===== src/hdl/dtsg_pkg.sv =====
// Package of types, constants and helpers for the DCC track signal generator.
`default_nettype none
package dtsg_pkg;

    localparam int MAX_PACKET_BYTES = 8;
    localparam int IDX_W = $clog2(MAX_PACKET_BYTES);
    localparam int LEN_W = $clog2(MAX_PACKET_BYTES + 1);

    localparam logic [15:0] SHORT_HALF_RESET = 16'd116;
    localparam logic [15:0] LONG_HALF_RESET = 16'd200;
    localparam logic [7:0] PREAMBLE_RESET = 8'd16;
    localparam logic [7:0] MASK_MSB = 8'h80;
    localparam logic [LEN_W-1:0] RESET_PKT_LEN = LEN_W'(3);

    localparam logic [1:0] CFG_SHORT_HALF = 2'd0;
    localparam logic [1:0] CFG_LONG_HALF = 2'd1;
    localparam logic [1:0] CFG_PREAMBLE = 2'd2;

    localparam logic FUNC_TICK = 1'b0;
    localparam logic FUNC_LOAD = 1'b1;

    typedef struct packed {
        logic [3:0] packet_length;
        logic [2:0] byte_index;
        logic [7:0] byte_value;
        logic       send_packet;
        logic       func;
    } t_item;

    typedef struct packed {
        logic [15:0] short_half_period;
        logic [15:0] long_half_period;
        logic [7:0]  preamble_bits;
    } t_cfg;

    typedef struct packed {
        logic        packet_taken;
        logic [15:0] half_period;
        logic        drive_phase;
    } t_result;

    function automatic logic [LEN_W-1:0] clamp_length(input logic [3:0] n);
        logic [LEN_W-1:0] r;
        if (n == 4'd0) begin
            r = LEN_W'(1);
        end else if (int'(n) > MAX_PACKET_BYTES) begin
            r = LEN_W'(MAX_PACKET_BYTES);
        end else begin
            r = LEN_W'(n);
        end
        return r;
    endfunction

endpackage
`default_nettype wire


===== src/hdl/dcc_track_signal_generator.sv =====
// Top level of the DCC track signal generator: stream ports, registers, pipeline.
//
// Input stream words carry either a timer tick (tuser = 0) or a pending packet
// byte load (tuser = 1). Each tick yields one output word with the bridge
// phase and the timer count of the next half period; a load yields nothing.
// Configuration registers (short half, long half, preamble length) are
// written through a plain write port; write them only while the block is
// idle, which the block itself does not enforce. An accepted word enters
// an input register and is processed from there straight into the output
// register. One word is accepted every cycle, unless a tick waits on a
// stalled receiver; the single pass of sequencer logic lies between them.
// When the receiver stalls, the output word holds and the input register
// holds one more word; loads still pass through while a tick result waits.
// Synchronous reset empties both registers, restores the register defaults
// and starts a preamble with the three-zero-byte reset packet pending.
`default_nettype none
module dcc_track_signal_generator
    import dtsg_pkg::*;
(
    input  wire logic        i_clk,
    input  wire logic        i_rst_n,
    input  wire logic        i_s_axis_tvalid,
    output logic             o_s_axis_tready,
    // [0] send_packet, [8:1] byte_value, [11:9] byte_index, [15:12] packet_length
    input  wire logic [15:0] i_s_axis_tdata,
    // [0] func
    input  wire logic        i_s_axis_tuser,
    output logic             o_m_axis_tvalid,
    input  wire logic        i_m_axis_tready,
    // [0] drive_phase, [16:1] half_period, [17] packet_taken, [23:18] zero
    output logic [23:0]      o_m_axis_tdata,
    input  wire logic        i_cfg_we,
    input  wire logic [1:0]  i_cfg_addr,
    input  wire logic [15:0] i_cfg_wdata
);

    t_cfg    r_cfg;
    logic    r_in_valid;
    t_item   r_in;
    logic    r_out_valid;
    t_result r_out;
    t_result w_result;
    logic    w_proc;
    logic    w_in_fire;

    assign w_proc = r_in_valid && (r_in.func == FUNC_LOAD || !r_out_valid || i_m_axis_tready);
    assign o_s_axis_tready = !r_in_valid || w_proc;
    assign w_in_fire = i_s_axis_tvalid && o_s_axis_tready;

    always_ff @(posedge i_clk) begin
        if (!i_rst_n) begin
            r_cfg.short_half_period <= SHORT_HALF_RESET;
            r_cfg.long_half_period <= LONG_HALF_RESET;
            r_cfg.preamble_bits <= PREAMBLE_RESET;
        end else if (i_cfg_we) begin
            unique case (i_cfg_addr)
                CFG_SHORT_HALF: r_cfg.short_half_period <= i_cfg_wdata;
                CFG_LONG_HALF:  r_cfg.long_half_period <= i_cfg_wdata;
                CFG_PREAMBLE:   r_cfg.preamble_bits <= i_cfg_wdata[7:0];
                default: begin
                end
            endcase
        end
    end

    always_ff @(posedge i_clk) begin
        if (!i_rst_n) begin
            r_in_valid <= 1'b0;
        end else if (w_in_fire) begin
            r_in_valid <= 1'b1;
        end else if (w_proc) begin
            r_in_valid <= 1'b0;
        end
    end

    always_ff @(posedge i_clk) begin
        if (w_in_fire) begin
            r_in.func <= i_s_axis_tuser;
            r_in.send_packet <= i_s_axis_tdata[0];
            r_in.byte_value <= i_s_axis_tdata[8:1];
            r_in.byte_index <= i_s_axis_tdata[11:9];
            r_in.packet_length <= i_s_axis_tdata[15:12];
        end
    end

    dtsg_core u_core (
        .i_clk    (i_clk),
        .i_rst_n  (i_rst_n),
        .i_step   (w_proc),
        .i_item   (r_in),
        .i_cfg    (r_cfg),
        .o_result (w_result)
    );

    always_ff @(posedge i_clk) begin
        if (!i_rst_n) begin
            r_out_valid <= 1'b0;
        end else if (w_proc && r_in.func == FUNC_TICK) begin
            r_out_valid <= 1'b1;
        end else if (i_m_axis_tready) begin
            r_out_valid <= 1'b0;
        end
    end

    always_ff @(posedge i_clk) begin
        if (w_proc && r_in.func == FUNC_TICK) begin
            r_out <= w_result;
        end
    end

    assign o_m_axis_tvalid = r_out_valid;
    assign o_m_axis_tdata = {6'd0, r_out.packet_taken, r_out.half_period, r_out.drive_phase};

    a_tick_gives_word: assert property (@(posedge i_clk) disable iff (!i_rst_n)
        w_proc && r_in.func == FUNC_TICK |=> r_out_valid)
        else $error("tick processed without an output word");

    a_word_held: assert property (@(posedge i_clk) disable iff (!i_rst_n)
        r_in_valid && !w_proc |=> r_in_valid && $stable(r_in))
        else $error("stalled input word lost");

    a_second_half_no_take: assert property (@(posedge i_clk) disable iff (!i_rst_n)
        o_m_axis_tvalid && o_m_axis_tdata[0] |-> !o_m_axis_tdata[17])
        else $error("packet taken on a second half");

endmodule
`default_nettype wire


===== src/hdl/dtsg_core.sv =====
// Bit sequencer and packet stores of the DCC track signal generator.
`default_nettype none
module dtsg_core
    import dtsg_pkg::*;
(
    input  wire logic    i_clk,
    input  wire logic    i_rst_n,
    input  wire logic    i_step,
    input  wire t_item   i_item,
    input  wire t_cfg    i_cfg,
    output t_result      o_result
);

    localparam logic [1:0] PH_PREAMBLE = 2'd0;
    localparam logic [1:0] PH_SEPARATOR = 2'd1;
    localparam logic [1:0] PH_BYTE = 2'd2;

    logic             r_second_half, n_second_half;
    logic [1:0]       r_phase, n_phase;
    logic [7:0]       r_preamble_left, n_preamble_left;
    logic [7:0]       r_shift_byte, n_shift_byte;
    logic [7:0]       r_bit_mask, n_bit_mask;
    logic [LEN_W-1:0] r_active_index, n_active_index;
    logic [15:0]      r_held_period, n_held_period;
    logic [LEN_W-1:0] r_active_length, n_active_length;
    logic [LEN_W-1:0] r_pending_length, n_pending_length;
    logic             r_use_zero, n_use_zero;
    logic             w_take;

    logic [7:0] r_active [MAX_PACKET_BYTES];
    logic [7:0] r_pending [MAX_PACKET_BYTES];

    logic [IDX_W-1:0] w_load_idx;
    logic             w_load_ok;
    logic [7:0]       w_active_byte;
    logic [LEN_W-1:0] w_index_inc;
    logic [7:0]       w_mask_shr;

    assign w_load_idx = IDX_W'(i_item.byte_index);
    assign w_load_ok = int'(i_item.byte_index) < MAX_PACKET_BYTES;
    assign w_index_inc = r_active_index + LEN_W'(1);
    assign w_mask_shr = r_bit_mask >> 1;
    assign w_active_byte = (r_use_zero || int'(r_active_index) >= MAX_PACKET_BYTES) ? 8'h00
                         : r_active[r_active_index[IDX_W-1:0]];

    always_comb begin
        n_second_half = r_second_half;
        n_phase = r_phase;
        n_preamble_left = r_preamble_left;
        n_shift_byte = r_shift_byte;
        n_bit_mask = r_bit_mask;
        n_active_index = r_active_index;
        n_held_period = r_held_period;
        n_active_length = r_active_length;
        n_pending_length = r_pending_length;
        n_use_zero = r_use_zero;
        w_take = 1'b0;
        o_result.drive_phase = 1'b0;
        o_result.packet_taken = 1'b0;
        o_result.half_period = r_held_period;
        if (i_item.func == FUNC_LOAD) begin
            n_pending_length = clamp_length(i_item.packet_length);
        end else if (r_second_half) begin
            n_second_half = 1'b0;
            o_result.drive_phase = 1'b1;
        end else begin
            n_second_half = 1'b1;
            unique case (r_phase)
                PH_SEPARATOR: begin
                    n_held_period = i_cfg.long_half_period;
                    n_phase = PH_BYTE;
                    n_bit_mask = MASK_MSB;
                    n_shift_byte = w_active_byte;
                end
                PH_BYTE: begin
                    n_held_period = ((r_shift_byte & r_bit_mask) != 8'h00)
                                  ? i_cfg.short_half_period : i_cfg.long_half_period;
                    n_bit_mask = w_mask_shr;
                    if (w_mask_shr == 8'h00) begin
                        n_active_index = w_index_inc;
                        if (w_index_inc >= r_active_length) begin
                            n_phase = PH_PREAMBLE;
                            n_preamble_left = i_cfg.preamble_bits;
                        end else begin
                            n_phase = PH_SEPARATOR;
                        end
                    end
                end
                default: begin
                    n_held_period = i_cfg.short_half_period;
                    n_preamble_left = r_preamble_left - 8'd1;
                    if (n_preamble_left == 8'd0) begin
                        n_phase = PH_SEPARATOR;
                        n_active_index = '0;
                        if (i_item.send_packet) begin
                            w_take = 1'b1;
                            n_active_length = r_pending_length;
                            n_use_zero = 1'b0;
                        end else begin
                            n_active_length = RESET_PKT_LEN;
                            n_use_zero = 1'b1;
                        end
                    end
                end
            endcase
            o_result.half_period = n_held_period;
            o_result.packet_taken = w_take;
        end
    end

    always_ff @(posedge i_clk) begin
        if (!i_rst_n) begin
            r_second_half <= 1'b0;
            r_phase <= PH_PREAMBLE;
            r_preamble_left <= PREAMBLE_RESET;
            r_shift_byte <= 8'h00;
            r_bit_mask <= MASK_MSB;
            r_active_index <= '0;
            r_held_period <= SHORT_HALF_RESET;
            r_active_length <= RESET_PKT_LEN;
            r_pending_length <= RESET_PKT_LEN;
            r_use_zero <= 1'b1;
        end else if (i_step) begin
            r_second_half <= n_second_half;
            r_phase <= n_phase;
            r_preamble_left <= n_preamble_left;
            r_shift_byte <= n_shift_byte;
            r_bit_mask <= n_bit_mask;
            r_active_index <= n_active_index;
            r_held_period <= n_held_period;
            r_active_length <= n_active_length;
            r_pending_length <= n_pending_length;
            r_use_zero <= n_use_zero;
        end
    end

    always_ff @(posedge i_clk) begin
        if (i_step && i_item.func == FUNC_LOAD && w_load_ok) begin
            r_pending[w_load_idx] <= i_item.byte_value;
        end
        if (i_step && w_take) begin
            r_active <= r_pending;
        end
    end

endmodule
`default_nettype wire

===== config.mk =====
export PLATFORM = sky130hd
export DESIGN_NAME = dcc_track_signal_generator
export DESIGN_NICKNAME = d
export VERILOG_FILES = /design/src/hdl/dtsg_pkg.sv /design/src/hdl/dcc_track_signal_generator.sv /design/src/hdl/dtsg_core.sv
export SDC_FILE = /design/constraint.sdc
export NUM_CORES = 1
export LEC_CHECK = 0
export ABC_CLOCK_PERIOD_IN_PS = 4600
export BUFFER_PORTS_ARGS = -buffer_cell sky130_fd_sc_hd__buf_2
export CORE_MARGIN = 2
export CORE_UTILIZATION = 50
export CTS_CLUSTER_SIZE = 20
export DETAILED_ROUTE_END_ITERATION = 10
export GPL_ROUTABILITY_DRIVEN = 1
export GPL_TIMING_DRIVEN = 0
export PLACE_DENSITY_LB_ADDON = 0.2
export SLEW_MARGIN = 10
export SYNTH_ARGS = -nofsm -noshare
export SYNTH_HDL_FRONTEND = slang
export SYNTH_SLANG_ARGS = --single-unit

===== constraint.sdc =====
create_clock -name i_clk -period 4.6 [get_ports i_clk]
set_clock_uncertainty 0.2 [all_clocks]
set_input_delay 0.69 -clock i_clk [delete_from_list [all_inputs] [get_ports i_clk]]
set_output_delay 0.69 -clock i_clk [all_outputs]
set_load 0.05 [all_outputs]

==> impl_metrics.ini, run 1 <==
[die]
die_x_um = 146
start_util = 0.513
rows = 51
die_h_um = 146
core_area_um2 = 19600
io-pin-count = 66
die-area_um2 = 21300

[timing]
hold_viol_final = 0
final.setup.tns_ns = 0
rsz0062_at_grt = false
max_clock_freq_mhz = 268
timing.final.ws_setup_ns = 0.863
final-max-slew-violation-count = 0
holdWs_ns = 0.131
fin_crit_sh = 0.812
slew_headroom = 0.348
setup_viol = 0
tightest_slew_ns = 0.974
finalCriticalPeriod_ns = 3.74

[power_and_ir_drop]
switching_share = 0.216
p_int_w = 0.00388
pwr-share-seq = 0.516
switchingPower_w = 0.00107
combPwrFrac = 0.041
p_per_area_nw_per_um2 = 423
clkPwrFrac = 0.443
ir_drop_mv = 0.417
leakage_nw = 4.14

[drt]
via_count = 6490
remaining_drc_errors = 0
via_per_inst = 5.51
wl_per_cell_um = 18.5
ant_nets = 0
wl_mm = 21.8
drt_iter0_drc = 478
drt_pass1_iterations = 5

[finish]
drive_above_1_share = 0.193
antenna_cells = 0
area_delta_synth_final_pct = 16.2
seqCellArea_um2 = 6860
final_util = 0.596
nFillCells = 1604
multi_input_area_um2 = 2960
nNetsFinal = 943

[clock_network]
cts.sinks = 261
cts_root_buffer = clkbuf_16
clk_pin_slew_ns = 0.07
postCtsHoldBufs = 0
cts_setup_buffers = 0
clk_latency_ns = 0.53
clock_path_buffers = 3
cts_buffers = 26
cts.repair.resized = 0
htree_num_levels = 1
cts_tree = done

[yosys]
synth_async_sr_flop_share = 0
yosysTopAreaCell = edfxtp_1
ys_types = 53
yosysWarningCount = 0
syn_inst = 796
avgSynthCellArea_um2 = 12.6
synth_area_um2 = 10100
synth.top_cell.area_share = 0.487
synth_area_leaders = edfxtp_1 49%, dfxtp_1 20%, a21oi_1 4.7%
yosysSeqAreaShare = 0.682
ys.flop_type = edfxtp_1
ys_seq_elements = 261
synth_edf_count = 163

[grt]
gr-total-overflow = 0
grt.total_usage = 0.204
grt_pass1_wl_mm = 34.5
grt_max_degree = 66
antenna_found_initial = 0
grt_pass1_vias = 6299

[placed_design]
dpl_worst_slack_ns = 0.868
io_buffers = 58
place_congestion = 0.850
post-dp-hpwl_mm = 14.9

[outcome]
status = finished, final reports clean

[job]
maxCapViolCount = 0

[setup_path]
worstPathMaxFanout = 10
critPathKind = reg -> reg
end_kind = register
startpoint_type = register
cp.required_ns = 4.84
crit_arrival_ns = 3.98

[worst_hold_path]
hold_path_class = in -> reg
path summary, 6_finish.rpt:
check | slack (ns) | end | from | depth (start not counted)
worst max-delay path | 0.86 | u_core.r_preamble_left[2] | u_core.r_active_index[1] | 9
worst min-delay path | 0.13 | r_in[3] | i_s_axis_tdata[2] | 1
worst max register to register | 0.86 | u_core.r_preamble_left[2] | u_core.r_active_index[1] | 9
worst min register to register | 0.21 | u_core.r_active[59] | u_core.r_pending[59] | 0
cells by family (layout without fill, tap and decap cells):
family	count (synthesis)	in the layout	share of synthesized area
AOI/OAI and AO/OA	181	181	0.108
xor gates and xnor gates	2	2	0.00174
adders and majority gates	10	10	0.0124
buffers and inverters	66	178	0.0280
DFF	261	261	0.682
muxes	32	32	0.0528
other	1	6	0.000373
and+or+nand+nor	243	243	0.114
final cells by class:
class                           instances  share of cell area
Clock inverter                         19              0.0202
Sequential cell                       261               0.587
Timing Repair Buffer                   64              0.0293
Clock buffer                           29              0.0575
Multi-Input combinational cell        474               0.254
Inverter                               16             0.00514
Tap cell                              265              0.0284
Buffer                                 50              0.0190
per-layer routing:
metal | GRT usage | vias to the layer above | share of wire
met5 | 0 | - | 0
met3 | 0.0282 | 32 | 0.054
met1 | 0.295 | 3150 | 0.45
li1 | - | 3126 | -
met4 | 0.0485 | 0 | 0.018
met2 | 0.332 | 182 | 0.48
synth_stat cells, types with 3 or more instances:
cell type    n
o21ai_0     23
o31ai_1      9
buf_1        6
nand3b_1     3
buf_2        3
o311ai_0     3
a31oi_1      9
and4_1       4
nor4_1       5
a22oi_1     14
nand2_1     88
dfxtp_1     98
a21oi_1     94
and3b_1      3
nand2b_1     8
nor2b_1      4
mux4_2      16
ha_1        10
mux2_2       8
a31o_2      17
buf_4        6
nor3_1       8
inv_1       16
clkbuf_1    34
edfxtp_1   163
nor2_1      63
o21ai_2      3
nand3_1     26
mux2i_1      8
and3_1      17
power by group through the flow:
stage               Clock, W  Combinational, W  Sequential [W]
detailed placement         0          0.000203         0.00260
global route         0.00232          0.000223         0.00256
CTS                  0.00223          0.000204         0.00255
global placement           0          0.000197         0.00260
finish               0.00219          0.000203         0.00255
floorplan                  0          0.000116         0.00261
worst max-delay path: stages, from the launching register on:
cell	delay, ns
dfxtp_1	0.33
clkbuf_1	0.54
buf_1	0.56
inv_1	0.11
ha_1	0.33
ha_1	0.28
o21ai_0	0.11
a31oi_1	0.66
nand2_1	0.23
o31ai_1	0.28
registers in the layout (all words and copies together), names as in the netlist, 2 cells and up:
name and count:
u_core.r_active_length 4, u_core.r_active_index 4, o_m_axis_tdata 18, u_core.r_shift_byte 8
r_in 17, u_core.r_preamble_left 8, u_core.r_pending 64, u_core.r_bit_mask 8
u_core.r_pending_length 4, u_core.r_active 64, u_core.r_phase 2, u_core.r_held_period 16
r_cfg 40
cells in the final DEF (no fill, tap or decap), types with 17 or more instances in the layout:
cell type  synthesis  layout
a31o_2            17      17
and3_1            17      17
clkbuf_16          0      26
edfxtp_1         163     163
dfxtp_1           98      98
clkbuf_1          34      36
nand3_1           26      26
nor2_1            63      62
o21ai_0           23      23
a21oi_1           94      94
buf_2              3      61
nand2_1           88      88
through the flow:
step                std cells  area (µm²)  power, W
finish                   1178       11700   0.00495
global route             1178       11700   0.00510
CTS                      1178       11700   0.00498
detailed placement       1130       10800   0.00281
global placement         1124       10700   0.00280
floorplan                 801       10100   0.00273
Power figures use the tool's default switching activity.
==> run 2: changes to the inputs <==
--- a/config.mk
+++ b/config.mk
@@ -5,7 +5,8 @@
 export SDC_FILE = /design/constraint.sdc
 export NUM_CORES = 1
 export LEC_CHECK = 0
-export ABC_CLOCK_PERIOD_IN_PS = 4600
+export ABC_AREA = 1
+export ABC_CLOCK_PERIOD_IN_PS = 3700
 export BUFFER_PORTS_ARGS = -buffer_cell sky130_fd_sc_hd__buf_2
 export CORE_MARGIN = 2
 export CORE_UTILIZATION = 50
==> constraint.sdc (replaced) <==
create_clock -name i_clk -period 3.7 [get_ports i_clk]
set_clock_uncertainty 0.2 [all_clocks]
set_input_delay 0.555 -clock i_clk [delete_from_list [all_inputs] [get_ports i_clk]]
set_output_delay 0.555 -clock i_clk [all_outputs]
set_load 0.05 [all_outputs]
==> run 2 against run 1 <==
- count of clock-buffer cells in the layout rose by 6
- synthesized area grew 1.4%
- worst setup slack lost 0.14 ns
- global-route usage down 0.31 points
- sequential share of layout area shrank 1.2 points
- combinational power is 47% higher
- critical path type unchanged
- synthesized cell count up 24%
- critical endpoint is now u_core.r_preamble_left[6]
- cell count up 18%
- die area grew 1.4%
==> impl_metrics.ini, run 2 <==
[timing]
rsz0062_at_grt = false
final-max-slew-violation-count = 0
fin_crit_sh = 0.805
setup_viol = 0
slew_headroom = 0.281
finalCriticalPeriod_ns = 2.98
tightest_slew_ns = 1.07
holdWs_ns = 0.0564
max_clock_freq_mhz = 336
hold_viol_final = 0

[power_and_ir_drop]
leakage_nw = 4.76
p_total_w = 0.00603
p_int_w = 0.00471
ir_drop_mv = 0.403
switchingPower_w = 0.00133
combPwrFrac = 0.049
p_per_area_nw_per_um2 = 506
switching_share = 0.220
clkPwrFrac = 0.423
pwr-share-seq = 0.527

[die]
rows = 52
io-pin-count = 66
core_area_um2 = 20100
die_x_um = 147
start_util = 0.507
die_h_um = 147
die-area_um2 = 21600

[clock_network]
cts.repair.resized = 0
clk_latency_ns = 0.54
cts_buffers = 27
cts.sinks = 261
clock_path_buffers = 3
cts_tree = done
clk_pin_slew_ns = 0.06
htree_num_levels = 1
cts_setup_buffers = 0
cts_root_buffer = clkbuf_16

[yosys]
yosysWarningCount = 0
synth_commonest_cells = 234 x nand2_1, 163 x edfxtp_1, 98 x dfxtp_1, 96 x nor2_1, 88 x a21oi_1
synth.top_cell.area_share = 0.480
avgSynthCellArea_um2 = 10.3
ys.flop_type = edfxtp_1
yosysTopAreaCell = edfxtp_1
synth_area_um2 = 10200
yosysSeqAreaShare = 0.672
ys_seq_elements = 261
synth_area_leaders = edfxtp_1 48%, dfxtp_1 19%, nand2_1 8.6%
synth_edf_count = 163
ys_types = 37
yosysMostFrequentCell = nand2_1
synth_async_sr_flop_share = 0
syn_inst = 986

[setup_path]
worstPathMaxFanout = 10
crit_family = buffers and inverters
cp.required_ns = 3.93
regToRegSetupSlack_ns = 0.72
reg2reg_from = u_core.r_active_index[1]
startpoint_type = register
r2r-end = u_core.r_preamble_left[6]
path_buf_inv = 5
cp_slowest_cell = dfxtp_1
crit_chain = buf_2 -> clkinv_1 -> buf_2 -> ha_1 -> ha_1 -> inv_1 -> o21bai_1 -> nand3_1 -> nand4_1 -> nand2_2 -> buf_6 -> o21ai_1 -> nor2_1
critPathKind = reg -> reg
ff2ff_path_depth = 13
max_stage_delay_ns = 0.34
end_kind = register
crit_arrival_ns = 3.21

[grt]
gr-total-overflow = 0
grt_max_degree = 33
grt_pass1_wl_mm = 34.6
grt.total_usage = 0.201
grt_pass1_vias = 6769
antenna_found_initial = 0

[finish]
final_common_cell = nand2_1
nNetsFinal = 1149
drive_above_1_share = 0.129
area_delta_synth_final_pct = 16.9
reg_top3 = u_core.r_active x64, u_core.r_pending x64, r_cfg x40
antenna_cells = 0
final_cell_mix = 234 x nand2_1, 163 x edfxtp_1, 98 x dfxtp_1
final_cell_count_no_fill = 1390

[drt]
via_count = 7035
drt_pass1_iterations = 5
wl_mm = 21.4
drt_iter0_drc = 334
wl_per_cell_um = 15.4
ant_nets = 0
via_per_inst = 5.06
remaining_drc_errors = 0

[outcome]
status = finished, final reports clean

[worst_hold_path]
whs_path_depth = 3
worstHoldStart = i_cfg_wdata[11]
hold_path_class = in -> reg
whs_endpoint = r_cfg[35]

[placed_design]
dpl.cell_count = 1323
place_congestion = 0.852
io_buffers = 59
post-dp-hpwl_mm = 14.7

[job]
maxCapViolCount = 0
-- run 2: cell types whose count changed after synthesis, moves of 15 or more --
cell	delta
clkbuf_1	-15
and3_1	-17
o21ai_0	+45
nand2_1	+146
mux4_2	-16
a31o_2	-17
nand3_1	+18
nor2_1	+33
inv_1	+62
-- run 2: per-stage QoR --
step | setup TNS, ns | area, µm² | worst slack, ns | utilization
after CTS | 0 | 11900 | 0.698 | 0.593
after floorplan | 0 | 10200 | 0.0515 | -
final | 0 | 11900 | 0.720 | 0.593
after detailed placement | 0 | 10900 | 0.740 | 0.543
after global placement | -58.75 | 10900 | -0.921 | 0.540
after global routing | 0 | 11900 | 0.465 | 0.593
-- run 2: layer usage --
| metal | GRT usage | vias up | share of wire |
|---|---|---|---|
| li1 | - | 3539 | - |
| met5 | 0 | - | 0 |
| met4 | 0.0631 | 0 | 0.023 |
| met3 | 0.0273 | 42 | 0.043 |
| met1 | 0.251 | 3289 | 0.43 |
| met2 | 0.365 | 165 | 0.51 |
-- run 2: kinds of logic (layout without fill, tap and decap cells) --
group	after synthesis	in the layout	share of synthesized area
xor gates and xnor gates	3	3	0.00258
DFF	261	261	0.672
buffers and inverters	130	259	0.0530
other	1	6	0.000368
AOI/OAI and AO/OA	185	185	0.0969
adders and majority gates	10	10	0.0123
and+or+nand+nor	396	396	0.162
-- run 2: power groups by stage --
stage          combinational (W)  sequential (W)  clock, W
4_1_cts                 0.000298         0.00318   0.00261
3_5_place_dp            0.000283         0.00324         0
3_3_place_gp            0.000277         0.00324         0
5_1_grt                 0.000331         0.00319   0.00272
6_report                0.000298         0.00318   0.00255
2_1_floorplan           0.000172         0.00325         0
-- run 2: cell type report --
type	instances	area, µm²
buffer	44	215
clock buffer	35	727
clock inverter	15	116
fill	1718	8180
inverter	86	325
multi-input combinational	600	2830
sequential	261	6860
tap	270	338
timing repair buffer	79	517
-- run 2: worst reg2reg max path, cell delays in order, from the launching register on --
cell and delay, ns:
dfxtp_1 0.34, buf_2 0.27, clkinv_1 0.31, buf_2 0.30, ha_1 0.33, ha_1 0.31, inv_1 0.04, o21bai_1 0.11
nand3_1 0.08, nand4_1 0.11, nand2_2 0.13, buf_6 0.17, o21ai_1 0.14, nor2_1 0.05
-- run 2: worst max path at each step --
stage / from / to / slack (ns) / cells past startpoint
2_1_floorplan: u_core.r_preamble_left[0] / u_core.r_active[0] / 0.05 / 9
3_3_place_gp: u_core.r_preamble_left[0] / u_core.r_active[36] / -0.92 / 11
3_5_place_dp: u_core.r_active_index[1] / u_core.r_preamble_left[4] / 0.74 / 13
4_1_cts: u_core.r_active_index[1] / u_core.r_preamble_left[4] / 0.70 / 13
5_1_grt: u_core.r_active_index[1] / u_core.r_preamble_left[4] / 0.47 / 13
6_report: u_core.r_active_index[1] / u_core.r_preamble_left[6] / 0.72 / 13
-- run 2: repair_timing --
action	4_1_cts	5_1_grt
hold endpoints to repair	17	0
endpoints found under the setup margin	0	0
hold buffers	17	0
